===== config.mk =====
export PLATFORM = sky130hd
export DESIGN_NAME = rtc_calendar_counter
export DESIGN_NICKNAME = d
export VERILOG_FILES = /design/src/hw/rtl/rtc_cal_pkg.sv /design/src/hw/rtl/rtc_calendar_counter.sv /design/src/hw/rtl/rtc_cal_core.sv
export SDC_FILE = /design/constraint.sdc
export NUM_CORES = 1
export LEC_CHECK = 0
export BUFFER_PORTS_ARGS = -buffer_cell sky130_fd_sc_hd__buf_2
export CORE_MARGIN = 2
export CORE_UTILIZATION = 34
export CTS_BUF_LIST = sky130_fd_sc_hd__clkbuf_16
export CTS_CLUSTER_SIZE = 10
export DETAILED_ROUTE_END_ITERATION = 10
export PLACE_DENSITY = 0.62
export SYNTH_ARGS = -nofsm -noshare
export SYNTH_HDL_FRONTEND = slang
export SYNTH_SLANG_ARGS = --single-unit

===== constraint.sdc =====
create_clock -name clock -period 12.8 [get_ports clock]
set_clock_uncertainty 0.1 [all_clocks]
set_input_delay 1.92 -clock clock [delete_from_list [all_inputs] [get_ports clock]]
set_output_delay 1.92 -clock clock [all_outputs]
set_load 0.05 [all_outputs]

===== src/hw/rtl/rtc_cal_pkg.sv =====
// Shared types and constants for the real-time clock calendar counter.
package rtc_cal_pkg;

   // Opcodes carried by each request beat
   localparam logic [1:0] OP_TICK        = 2'd0;
   localparam logic [1:0] OP_SET_TIME    = 2'd1;
   localparam logic [1:0] OP_SET_DATE    = 2'd2;
   localparam logic [1:0] OP_SET_ELAPSED = 2'd3;

   // Configuration register indexes
   localparam int unsigned CSR_INDEX_W = 1;
   localparam int unsigned CSR_DATA_W  = 8;
   localparam logic [CSR_INDEX_W-1:0] CSR_PRESCALE_LIMIT = 1'd0;
   localparam logic [CSR_INDEX_W-1:0] CSR_EDIT_HOLD      = 1'd1;

   localparam logic [7:0] PRESCALE_LIMIT_RESET = 8'd125;

   typedef struct packed {
      logic [1:0]  opcode;
      logic [7:0]  first_value;
      logic [7:0]  second_value;
      logic [7:0]  third_value;
      logic [15:0] year_value;
      logic [31:0] elapsed_value;
   } req_type;

   typedef struct packed {
      logic [5:0]  cur_seconds;
      logic [5:0]  cur_minutes;
      logic [4:0]  cur_hours;
      logic [4:0]  cur_day;
      logic [3:0]  cur_month;
      logic [15:0] cur_year;
      logic        second_pulse;
      logic        minute_pulse;
      logic        hour_pulse;
      logic [31:0] total_ticks;
      logic [31:0] elapsed_ticks;
      logic        accepted;
   } rsp_type;

   typedef struct packed {
      logic [7:0] prescale_limit;
      logic       edit_hold;
   } cfg_type;

endpackage


===== src/hw/rtl/rtc_calendar_counter.sv =====
// Real-time clock calendar counter: request and response registers, CSRs, core.
// One request beat per clock, one response beat per request. A beat is registered
// on entry, and the calendar update (prescaler, counters, time/date roll with leap
// years, validated writes) is combinational between that register and the
// response register, which drives rsp_valid. Throughput is one beat per cycle
// while rsp_ready is high; while a finished response waits, one more request is
// still taken into the input register, then req_ready drops until the response
// goes out. CSR writes take effect at once and are meant for idle periods.
module rtc_calendar_counter (
   input  logic                                      clock,
   input  logic                                      reset,
   input  logic                                      req_valid,
   output logic                                      req_ready,
   input  rtc_cal_pkg::req_type                      req_data,
   output logic                                      rsp_valid,
   input  logic                                      rsp_ready,
   output rtc_cal_pkg::rsp_type                      rsp_data,
   input  logic                                      csr_wr_en,
   input  logic [rtc_cal_pkg::CSR_INDEX_W-1:0]       csr_index,
   input  logic [rtc_cal_pkg::CSR_DATA_W-1:0]        csr_wdata
);
   import rtc_cal_pkg::*;

   logic    in_valid_ff, in_valid_in;
   req_type in_data_ff;
   logic    out_valid_ff, out_valid_in;
   rsp_type out_data_ff;
   rsp_type core_rsp;
   cfg_type cfg_ff, cfg_in;
   logic    advance;
   logic    take;

   assign advance   = in_valid_ff && (!out_valid_ff || rsp_ready);
   assign req_ready = !in_valid_ff || advance;
   assign take      = req_valid && req_ready;

   always_comb begin
      if (take) begin
         in_valid_in = 1'b1;
      end else if (advance) begin
         in_valid_in = 1'b0;
      end else begin
         in_valid_in = in_valid_ff;
      end

      if (advance) begin
         out_valid_in = 1'b1;
      end else if (rsp_ready) begin
         out_valid_in = 1'b0;
      end else begin
         out_valid_in = out_valid_ff;
      end

      cfg_in = cfg_ff;
      if (csr_wr_en) begin
         case (csr_index)
            CSR_PRESCALE_LIMIT: cfg_in.prescale_limit = csr_wdata;
            CSR_EDIT_HOLD:      cfg_in.edit_hold      = csr_wdata[0];
            default:            cfg_in = cfg_ff;
         endcase
      end
   end

   always_ff @(posedge clock) begin
      if (reset) begin
         in_valid_ff           <= 1'b0;
         out_valid_ff          <= 1'b0;
         cfg_ff.prescale_limit <= PRESCALE_LIMIT_RESET;
         cfg_ff.edit_hold      <= 1'b0;
      end else begin
         in_valid_ff  <= in_valid_in;
         out_valid_ff <= out_valid_in;
         cfg_ff       <= cfg_in;
      end
   end

   always_ff @(posedge clock) begin
      if (take) begin
         in_data_ff <= req_data;
      end
      if (advance) begin
         out_data_ff <= core_rsp;
      end
   end

   rtc_cal_core u_core (
      .clock (clock),
      .reset (reset),
      .go    (advance),
      .req   (in_data_ff),
      .cfg   (cfg_ff),
      .rsp   (core_rsp)
   );

   assign rsp_valid = out_valid_ff;
   assign rsp_data  = out_data_ff;

endmodule


===== src/hw/rtl/rtc_cal_core.sv =====
// Calendar state registers and the combinational update for one request beat.
module rtc_cal_core (
   input  logic              clock,
   input  logic              reset,
   input  logic              go,
   input  rtc_cal_pkg::req_type req,
   input  rtc_cal_pkg::cfg_type cfg,
   output rtc_cal_pkg::rsp_type rsp
);
   import rtc_cal_pkg::*;

   logic [7:0]  prescale_ff, prescale_in;
   logic [31:0] total_ff, total_in;
   logic [31:0] elapsed_ff, elapsed_in;
   logic [5:0]  sec_ff, sec_in;
   logic [5:0]  min_ff, min_in;
   logic [4:0]  hour_ff, hour_in;
   logic [4:0]  day_ff, day_in;
   logic [3:0]  month_ff, month_in;
   logic [15:0] year_ff, year_in;

   logic [7:0]  pc_inc;
   logic [5:0]  sec_inc;
   logic [5:0]  min_inc;
   logic [4:0]  hour_inc;
   logic [5:0]  day_inc;
   logic [3:0]  month_inc;
   logic        leap;
   logic        roll;
   logic        sp, mp, hp, ok;

   // Gregorian rule; divisibility by 25 via the inverse of 25 mod 2^16.
   function automatic logic is_leap(input logic [15:0] y);
      logic [31:0] prod;
      logic        div4;
      logic        div16;
      logic        div25;
      prod  = {16'd0, y} * 32'd23593;
      div4  = (y[1:0] == 2'd0);
      div16 = (y[3:0] == 4'd0);
      div25 = (prod[15:0] <= 16'd2621);
      return div4 && (!div25 || div16);
   endfunction

   always_comb begin
      pc_inc    = prescale_ff + 8'd1;
      sec_inc   = sec_ff + 6'd1;
      min_inc   = min_ff + 6'd1;
      hour_inc  = hour_ff + 5'd1;
      day_inc   = {1'b0, day_ff} + 6'd1;
      month_inc = month_ff + 4'd1;
      leap      = is_leap(year_ff);

      // Day roll point; a written day past month end runs on to 32.
      case (day_inc)
         6'd32:   roll = 1'b1;
         6'd31:   roll = (month_ff inside {4'd4, 4'd6, 4'd9, 4'd11});
         6'd30:   roll = (month_ff == 4'd2);
         6'd29:   roll = (month_ff == 4'd2) && !leap;
         default: roll = 1'b0;
      endcase

      prescale_in = prescale_ff;
      total_in    = total_ff;
      elapsed_in  = elapsed_ff;
      sec_in      = sec_ff;
      min_in      = min_ff;
      hour_in     = hour_ff;
      day_in      = day_ff;
      month_in    = month_ff;
      year_in     = year_ff;
      sp = 1'b0;
      mp = 1'b0;
      hp = 1'b0;
      ok = 1'b1;

      case (req.opcode)
         OP_TICK: begin
            prescale_in = pc_inc;
            total_in    = total_ff + 32'd1;
            elapsed_in  = elapsed_ff + 32'd1;
            if (pc_inc > cfg.prescale_limit) begin
               prescale_in = 8'd0;
               sp = 1'b1;
               if (!cfg.edit_hold) begin
                  if (sec_inc == 6'd60) begin
                     sec_in = 6'd0;
                     mp = 1'b1;
                     if (min_inc == 6'd60) begin
                        min_in = 6'd0;
                        hp = 1'b1;
                        if (hour_inc == 5'd24) begin
                           hour_in = 5'd0;
                           if (roll) begin
                              day_in = 5'd1;
                              if (month_inc == 4'd13) begin
                                 month_in = 4'd1;
                                 year_in  = year_ff + 16'd1;
                              end else begin
                                 month_in = month_inc;
                              end
                           end else begin
                              day_in = day_inc[4:0];
                           end
                        end else begin
                           hour_in = hour_inc;
                        end
                     end else begin
                        min_in = min_inc;
                     end
                  end else begin
                     sec_in = sec_inc;
                  end
               end
            end
         end
         OP_SET_TIME: begin
            if (req.first_value > 8'd23 || req.second_value > 8'd59 ||
                req.third_value > 8'd59) begin
               ok = 1'b0;
            end else begin
               hour_in = req.first_value[4:0];
               min_in  = req.second_value[5:0];
               sec_in  = req.third_value[5:0];
            end
         end
         OP_SET_DATE: begin
            if (req.first_value inside {[8'd1:8'd31]} &&
                req.second_value inside {[8'd1:8'd12]}) begin
               day_in   = req.first_value[4:0];
               month_in = req.second_value[3:0];
               year_in  = req.year_value;
            end else begin
               ok = 1'b0;
            end
         end
         OP_SET_ELAPSED: begin
            elapsed_in = req.elapsed_value;
         end
         default: begin
            ok = 1'b0;
         end
      endcase

      rsp.cur_seconds   = sec_in;
      rsp.cur_minutes   = min_in;
      rsp.cur_hours     = hour_in;
      rsp.cur_day       = day_in;
      rsp.cur_month     = month_in;
      rsp.cur_year      = year_in;
      rsp.second_pulse  = sp;
      rsp.minute_pulse  = mp;
      rsp.hour_pulse    = hp;
      rsp.total_ticks   = total_in;
      rsp.elapsed_ticks = elapsed_in;
      rsp.accepted      = ok;
   end

   always_ff @(posedge clock) begin
      if (reset) begin
         prescale_ff <= 8'd0;
         total_ff    <= 32'd0;
         elapsed_ff  <= 32'd0;
         sec_ff      <= 6'd0;
         min_ff      <= 6'd0;
         hour_ff     <= 5'd0;
         day_ff      <= 5'd0;
         month_ff    <= 4'd0;
         year_ff     <= 16'd0;
      end else if (go) begin
         prescale_ff <= prescale_in;
         total_ff    <= total_in;
         elapsed_ff  <= elapsed_in;
         sec_ff      <= sec_in;
         min_ff      <= min_in;
         hour_ff     <= hour_in;
         day_ff      <= day_in;
         month_ff    <= month_in;
         year_ff     <= year_in;
      end
   end

`ifndef SYNTHESIS
   a_hour_needs_minute: assert property (@(posedge clock) disable iff (reset)
      go && rsp.hour_pulse |-> rsp.minute_pulse && rsp.second_pulse)
      else $error("hour pulse without minute and second pulse");

   a_pulse_only_on_tick: assert property (@(posedge clock) disable iff (reset)
      go && req.opcode != OP_TICK |-> !rsp.second_pulse)
      else $error("second pulse on a non-tick beat");

   a_time_in_range: assert property (@(posedge clock) disable iff (reset)
      sec_ff < 6'd60 && min_ff < 6'd60 && hour_ff < 5'd24 && month_ff < 4'd13)
      else $error("time or month register out of range");

   a_total_counts_ticks: assert property (@(posedge clock) disable iff (reset)
      go && req.opcode == OP_TICK |=> total_ff == $past(total_ff) + 32'd1)
      else $error("total tick count did not advance on a tick");

   a_state_holds_idle: assert property (@(posedge clock) disable iff (reset)
      !go |=> $stable(total_ff) && $stable(sec_ff) && $stable(day_ff))
      else $error("calendar state moved without a beat");
`endif

endmodule


Word level (Yosys, flattened, before mapping). Index checks and enable logic that the tools add are counted.

Flip-flop bits (word level): 309. Bits of input ports: 88. Output and inout port bits: 112. Logic and storage cells: 155.

Add/subtract/negate cells: 9. $mul: 1. $lt $le $gt $ge: 9. Eq/ne operators: 16. Mux-type cells: 58. Bitwise gates (word level): 4. Reductions and logical operators: 27.

Operators with widths (number): $mux 16 (8); $mux 5 (13); $add 32x1->32 const B (2); $pmux 32 s2 (1); $mux 6 (9); $mux 32 (1); $mux 4 (8); $pmux 16 s2 (1); $pmux 6 s2 (2); $pmux 5 s2 (2); $eq 6x5->1 const B (3); $eq 6x6->1 const B (3); $add 16x1->16 const B (1); $ge 8x1->1 const B (2); $gt 8x6->1 const B (2); $le 16x12->1 const B (1); $mul 16x15->16 const B (1); $add 6x1->6 const B (2); $eq 4x4->1 const B (3); $mux 1 (9); $add 8x1->8 const B (1); $eq 4x3->1 const B (2); $gt 8x5->1 const B (1); $gt 8x8->1 (1); other kinds (24) (45).

Longest topological paths before layout.
Depth in word-level cells: 15. Gate-level depth with buffers: 21.

Modules after synthesis. A second synthesis with hierarchy kept.

Cells, all modules: 1661. Area total of the unflattened synthesis: 16816.1 sq um.

Modules (own cells, without submodules): rtc_cal_core (times used 1, cells each 1427, area an instance 10819.1 sq um, sequential area each 2282.2 sq um); rtc_calendar_counter (times used 1, cells each 234, area an instance 5997.0 sq um, sequential area each 5745.5 sq um).

Least setup slack after synthesis. Ideal clock, no wire load.

Kind: input -> register. Start: input rsp_ready. End: register out_data_ff, in the netlist rsp_data[0], enable pin. Setup time: 0.517 ns. Arrival: 5.892 ns. Required time: 12.183 ns. Path slack: 6.291 ns. Cell stages on the path: 5. Path buffers: 2. Cell sequence: nor2b_1 or2b_2 inv_1 clkbuf_1 buf_1.

Longest elaborated chain between the ends: 2.

Ends and longest elaborated chain: from (decl) (RTL line rtc_calendar_counter.sv:16) `input logic rsp_ready,`; $logic_or 1x1->1 (RTL line rtc_calendar_counter.sv:33) `assign advance = in_valid_ff && (!out_valid_ff || rsp_ready);`; $logic_and 1x1->1 (RTL line rtc_calendar_counter.sv:33); via advance (RTL line rtc_calendar_counter.sv:30) `logic advance;`; to (signal assigned) (RTL line rtc_calendar_counter.sv:82) `out_data_ff <= core_rsp;`; to (decl) (RTL line rtc_calendar_counter.sv:27) `rsp_type out_data_ff;`.

The timed path passes the listed nets, and every way through them passes these cells. A chain may end at the register's enable or synchronous reset.

==> metrics.md <==
| Metric | Value |
|---|---|
| Main area contributors after synthesis | edfxtp_1, dfxtp_1, ha_1 |
| Clock transition at path regs | 0.06 ns |
| Pleak | roughly 7.5 nW |
| Post-synthesis mux area share | 0.799% |
| Sequential share of the synthesized area | between 40% and 50% |
| Worst Hold Class | reg -> reg |
| Compound-gate portion of the synthesized area | 15.6% |
| Vias per cell | 5.44 |
| Die W | 225 um |
| Area grow syn2layout | 15.5% |
| Clock power share | 41.9% |
| Max cap viols | 0 |
| Synth Cell Area | 0.0166 mm2 |
| Area occupied by multi-input gates | 0.00780 mm2 |
| Syn_nets | 1883 |
| Clock H-tree levels | 2 |
| Fill count | 4680 |
| CP Launch Type | register |
| Share of the synthesized area in the top cell type | 33.3% |
| I/O pins | 200 |
| Peak VDD IR | ~90 uV |
| DR pass1 iterations | 5 |
| IO buf count | 199 |
| Kind of critical path | reg -> reg |
| Inserted Clock Buffers | 38 |
| Period minus WS final | ~6 ns |
| Number of flops mapped to enable cells by yosys | 184 |
| Status | finished clean |
| Post-CTS sizing | 0 |
| Reg2reg setup slack | 6.89 ns |
| Most frequent cells in the layout | buf_2, edfxtp_1, nand2_1, nor2_1, dfxtp_1 |
| Initial antenna violation count | 11 |
| Clock Path Buffers | 3 |
| Synth Register Bits | 309 |
| Fin nets | approximately 2000 |
| Post-synthesis simple-gate area fraction | 17.0% |
| Avg WL per Cell | about 19 um |
| First-pass GRT wire length | between 70 and 80 mm |
| Final Setup Violations | 0 |
| RSZ-0062 raised after global routing | no |
| Via count | 13553 |
| Psw | 0.000612 W |
| Slew HR | 18.5% |
| Post-route DRC | 0 |
| Syn_area_per_cell | 9.83 um2 |
| Yosys top cell by area | edfxtp_1 |
| Fmax | 0.169 GHz |
| Final cell count without fillers | 2492 |
| Yosys cell types | 84 |
| Storage cell area | 0.00803 mm2 |
| GRT Util Overall | 18.3% |
| Critical Path RT | about 13 ns |
| Post-synthesis async set-or-reset flop share | 0% |
| Die Ht | 225 um |
| GP Congestion | 0.896 |
| Sequential share of power | approximately 50% |
| Row count | 80 |
| YS warnings | 0 |
| Post-synthesis adder-cell area fraction | 8.88% |
| Fraction of layout cells with a size suffix above 1 | 15.6% |
| Total wire length | 46.9 mm |
| Placeable Area | 0.0479 mm2 |
| Postcts setup bufs | 0 |
| Worst-margin pin slew | 1.22 ns |
| WP data arrival | 6.21 ns |
| Initial core utilization | 34.6% |
| Element type at the critical path end | register |
| Post-DP HPWL | ~32 mm |
| Logic pwr share | 9.4% |
| Sw Share | 26.4% |
| Dpl cells | ~2400 |
| TritonCTS clock tree | done |
| Die ar. | 0.0506 mm2 |
| Pin count of the biggest net entering global routing | 80 |
| Vias in the first global route | 13241 |
| Final Max Slew Viols | 0 |
| GR Overflow Total | 0 |
| Setup_tns | 0 ns |
| Worst-path fanout max | 10 |
| Hold Buf Count CTS | 0 |
| Commonest register cell after synthesis | edfxtp_1 |
| Skew-Pair Late Insertion Delay | between 0.5 and 0.6 ns |
| Clock tree sinks | roughly 300 |
| Gate Count Post-Synth | ~1700 |
| Commonest non-fill, non-tap cell in the layout | buf_2 |
| Largest family of logic cells by synthesized area | simple AND/OR/NAND/NOR gates |
| Pwr dens | 121 mW/mm2 |
| Root Buffer | clkbuf_16 |
| Int Pwr | roughly 0.0017 W |
| DRT iter0 DRCs | 959 |
| XOR/XNOR share of the synthesized area | about 4.5% |
| Final hold violations | 0 |
| Number of antenna-violating nets in the routed design | 0 |
| Period utilization | 46.1% |
==> cells in the mapped netlist, types with 10 or more instances <==
cell type	n
edfxtp_1	184
nand2_1	164
nor2_1	164
dfxtp_1	125
o21ai_0	112
a21oi_1	96
ha_1	89
inv_1	88
nand3_1	72
clkbuf_1	71
xor2_1	46
nor3_1	42
xnor2_1	39
nand4_1	29
a22oi_1	22
a31oi_1	21
a211oi_1	19
and3_1	18
fa_1	18
o211ai_1	17
or3_1	17
nor4_1	13
mux2i_1	11
o22ai_1	11
a21o_1	10
a32oi_1	10
buf_1	10
==> routing by layer <==
layer  track usage [%]  vias up  share of wire (%)
met1              23.2     6488                 43
met4              7.22       20                3.1
met3              4.85      112                7.3
met2              29.6      448                 46
met5                 0        -               0.30
li1                  -     6485                  -
==> worst max-delay path: stages, from the launching register on <==
cell and delay (ns):
dfxtp_1 0.53, inv_1 0.11, ha_1 0.31, ha_1 0.27
inv_1 0.05, fa_1 0.51, fa_1 0.56, inv_1 0.06
fa_1 0.47, ha_1 0.31, ha_1 0.31, o21ai_0 0.11
nor2_1 0.08, a21oi_1 0.16, xor2_1 0.17, o2111a_1 0.22
nand3_1 0.17, a2111oi_0 0.94, nand3_1 0.15, o211ai_1 0.19
==> flip-flops by register name, indices dropped and copies added, names as in the netlist, 5 cells and up <==
register / cells
rsp_data: 110
in_data_ff: 74
u_core.elapsed_ff: 32
u_core.total_ff: 32
u_core.year_ff: 16
cfg_ff: 9
u_core.prescale_ff: 8
u_core.min_ff: 6
u_core.sec_ff: 6
u_core.day_ff: 5
u_core.hour_ff: 5
==> path summary, 6_finish.rpt <==
path,startpoint,endpoint,cells past startpoint
worst max register to register,u_core.year_ff[2],rsp_data[79],19
worst min-delay path,cfg_ff[1],cfg_ff[1],2
worst max-delay path,u_core.year_ff[2],rsp_data[79],19
worst min register to register,cfg_ff[1],cfg_ff[1],2
==> cell type report <==
type,instances,share of cell area [%]
Antenna cell,1,0.0131
Clock buffer,39,5.09
Clock inverter,31,0.764
Inverter,89,1.77
Multi-Input combinational cell,1194,40.7
Sequential cell,309,41.9
Tap cell,615,4.01
Timing Repair Buffer,214,5.80
==> metrics by stage <==
step / hold slack (ns) / cell area [um2] / util [%] / setup slack (ns) / total power, W
after global placement: 0.359 / 18000 / 37.6 / 7.12 / 0.00136
after detailed placement: 0.370 / 18000 / 37.6 / 6.98 / 0.00137
after floorplan: 0.344 / 16600 / - / 6.29 / 0.00129
final: 0.392 / 19200 / 40.0 / 6.89 / 0.00232
after CTS: 0.381 / 19200 / 40.0 / 6.98 / 0.00235
after global routing: 0.409 / 19200 / 40.0 / 6.57 / 0.00240
==> power by group through the flow <==
stage	logic [W]	registers [W]	clock network [W]
2_1_floorplan	0.0000916	0.00120	0
3_5_place_dp	0.000219	0.00115	0
3_3_place_gp	0.000215	0.00115	0
5_1_grt	0.000236	0.00113	0.00104
4_1_cts	0.000220	0.00113	0.00100
6_report	0.000218	0.00113	0.000970
==> kinds of logic after synthesis <==
logic type	count (synthesis)
AO/OA/AOI/OAI	401
XOR/XNOR	85
adder cells (fa/ha/maj)	107
buffers and inverters	185
flip-flops	309
multiplexers	13
AND/OR/NAND/NOR	588
No activity file was read; power rests on OpenSTA's default activity.
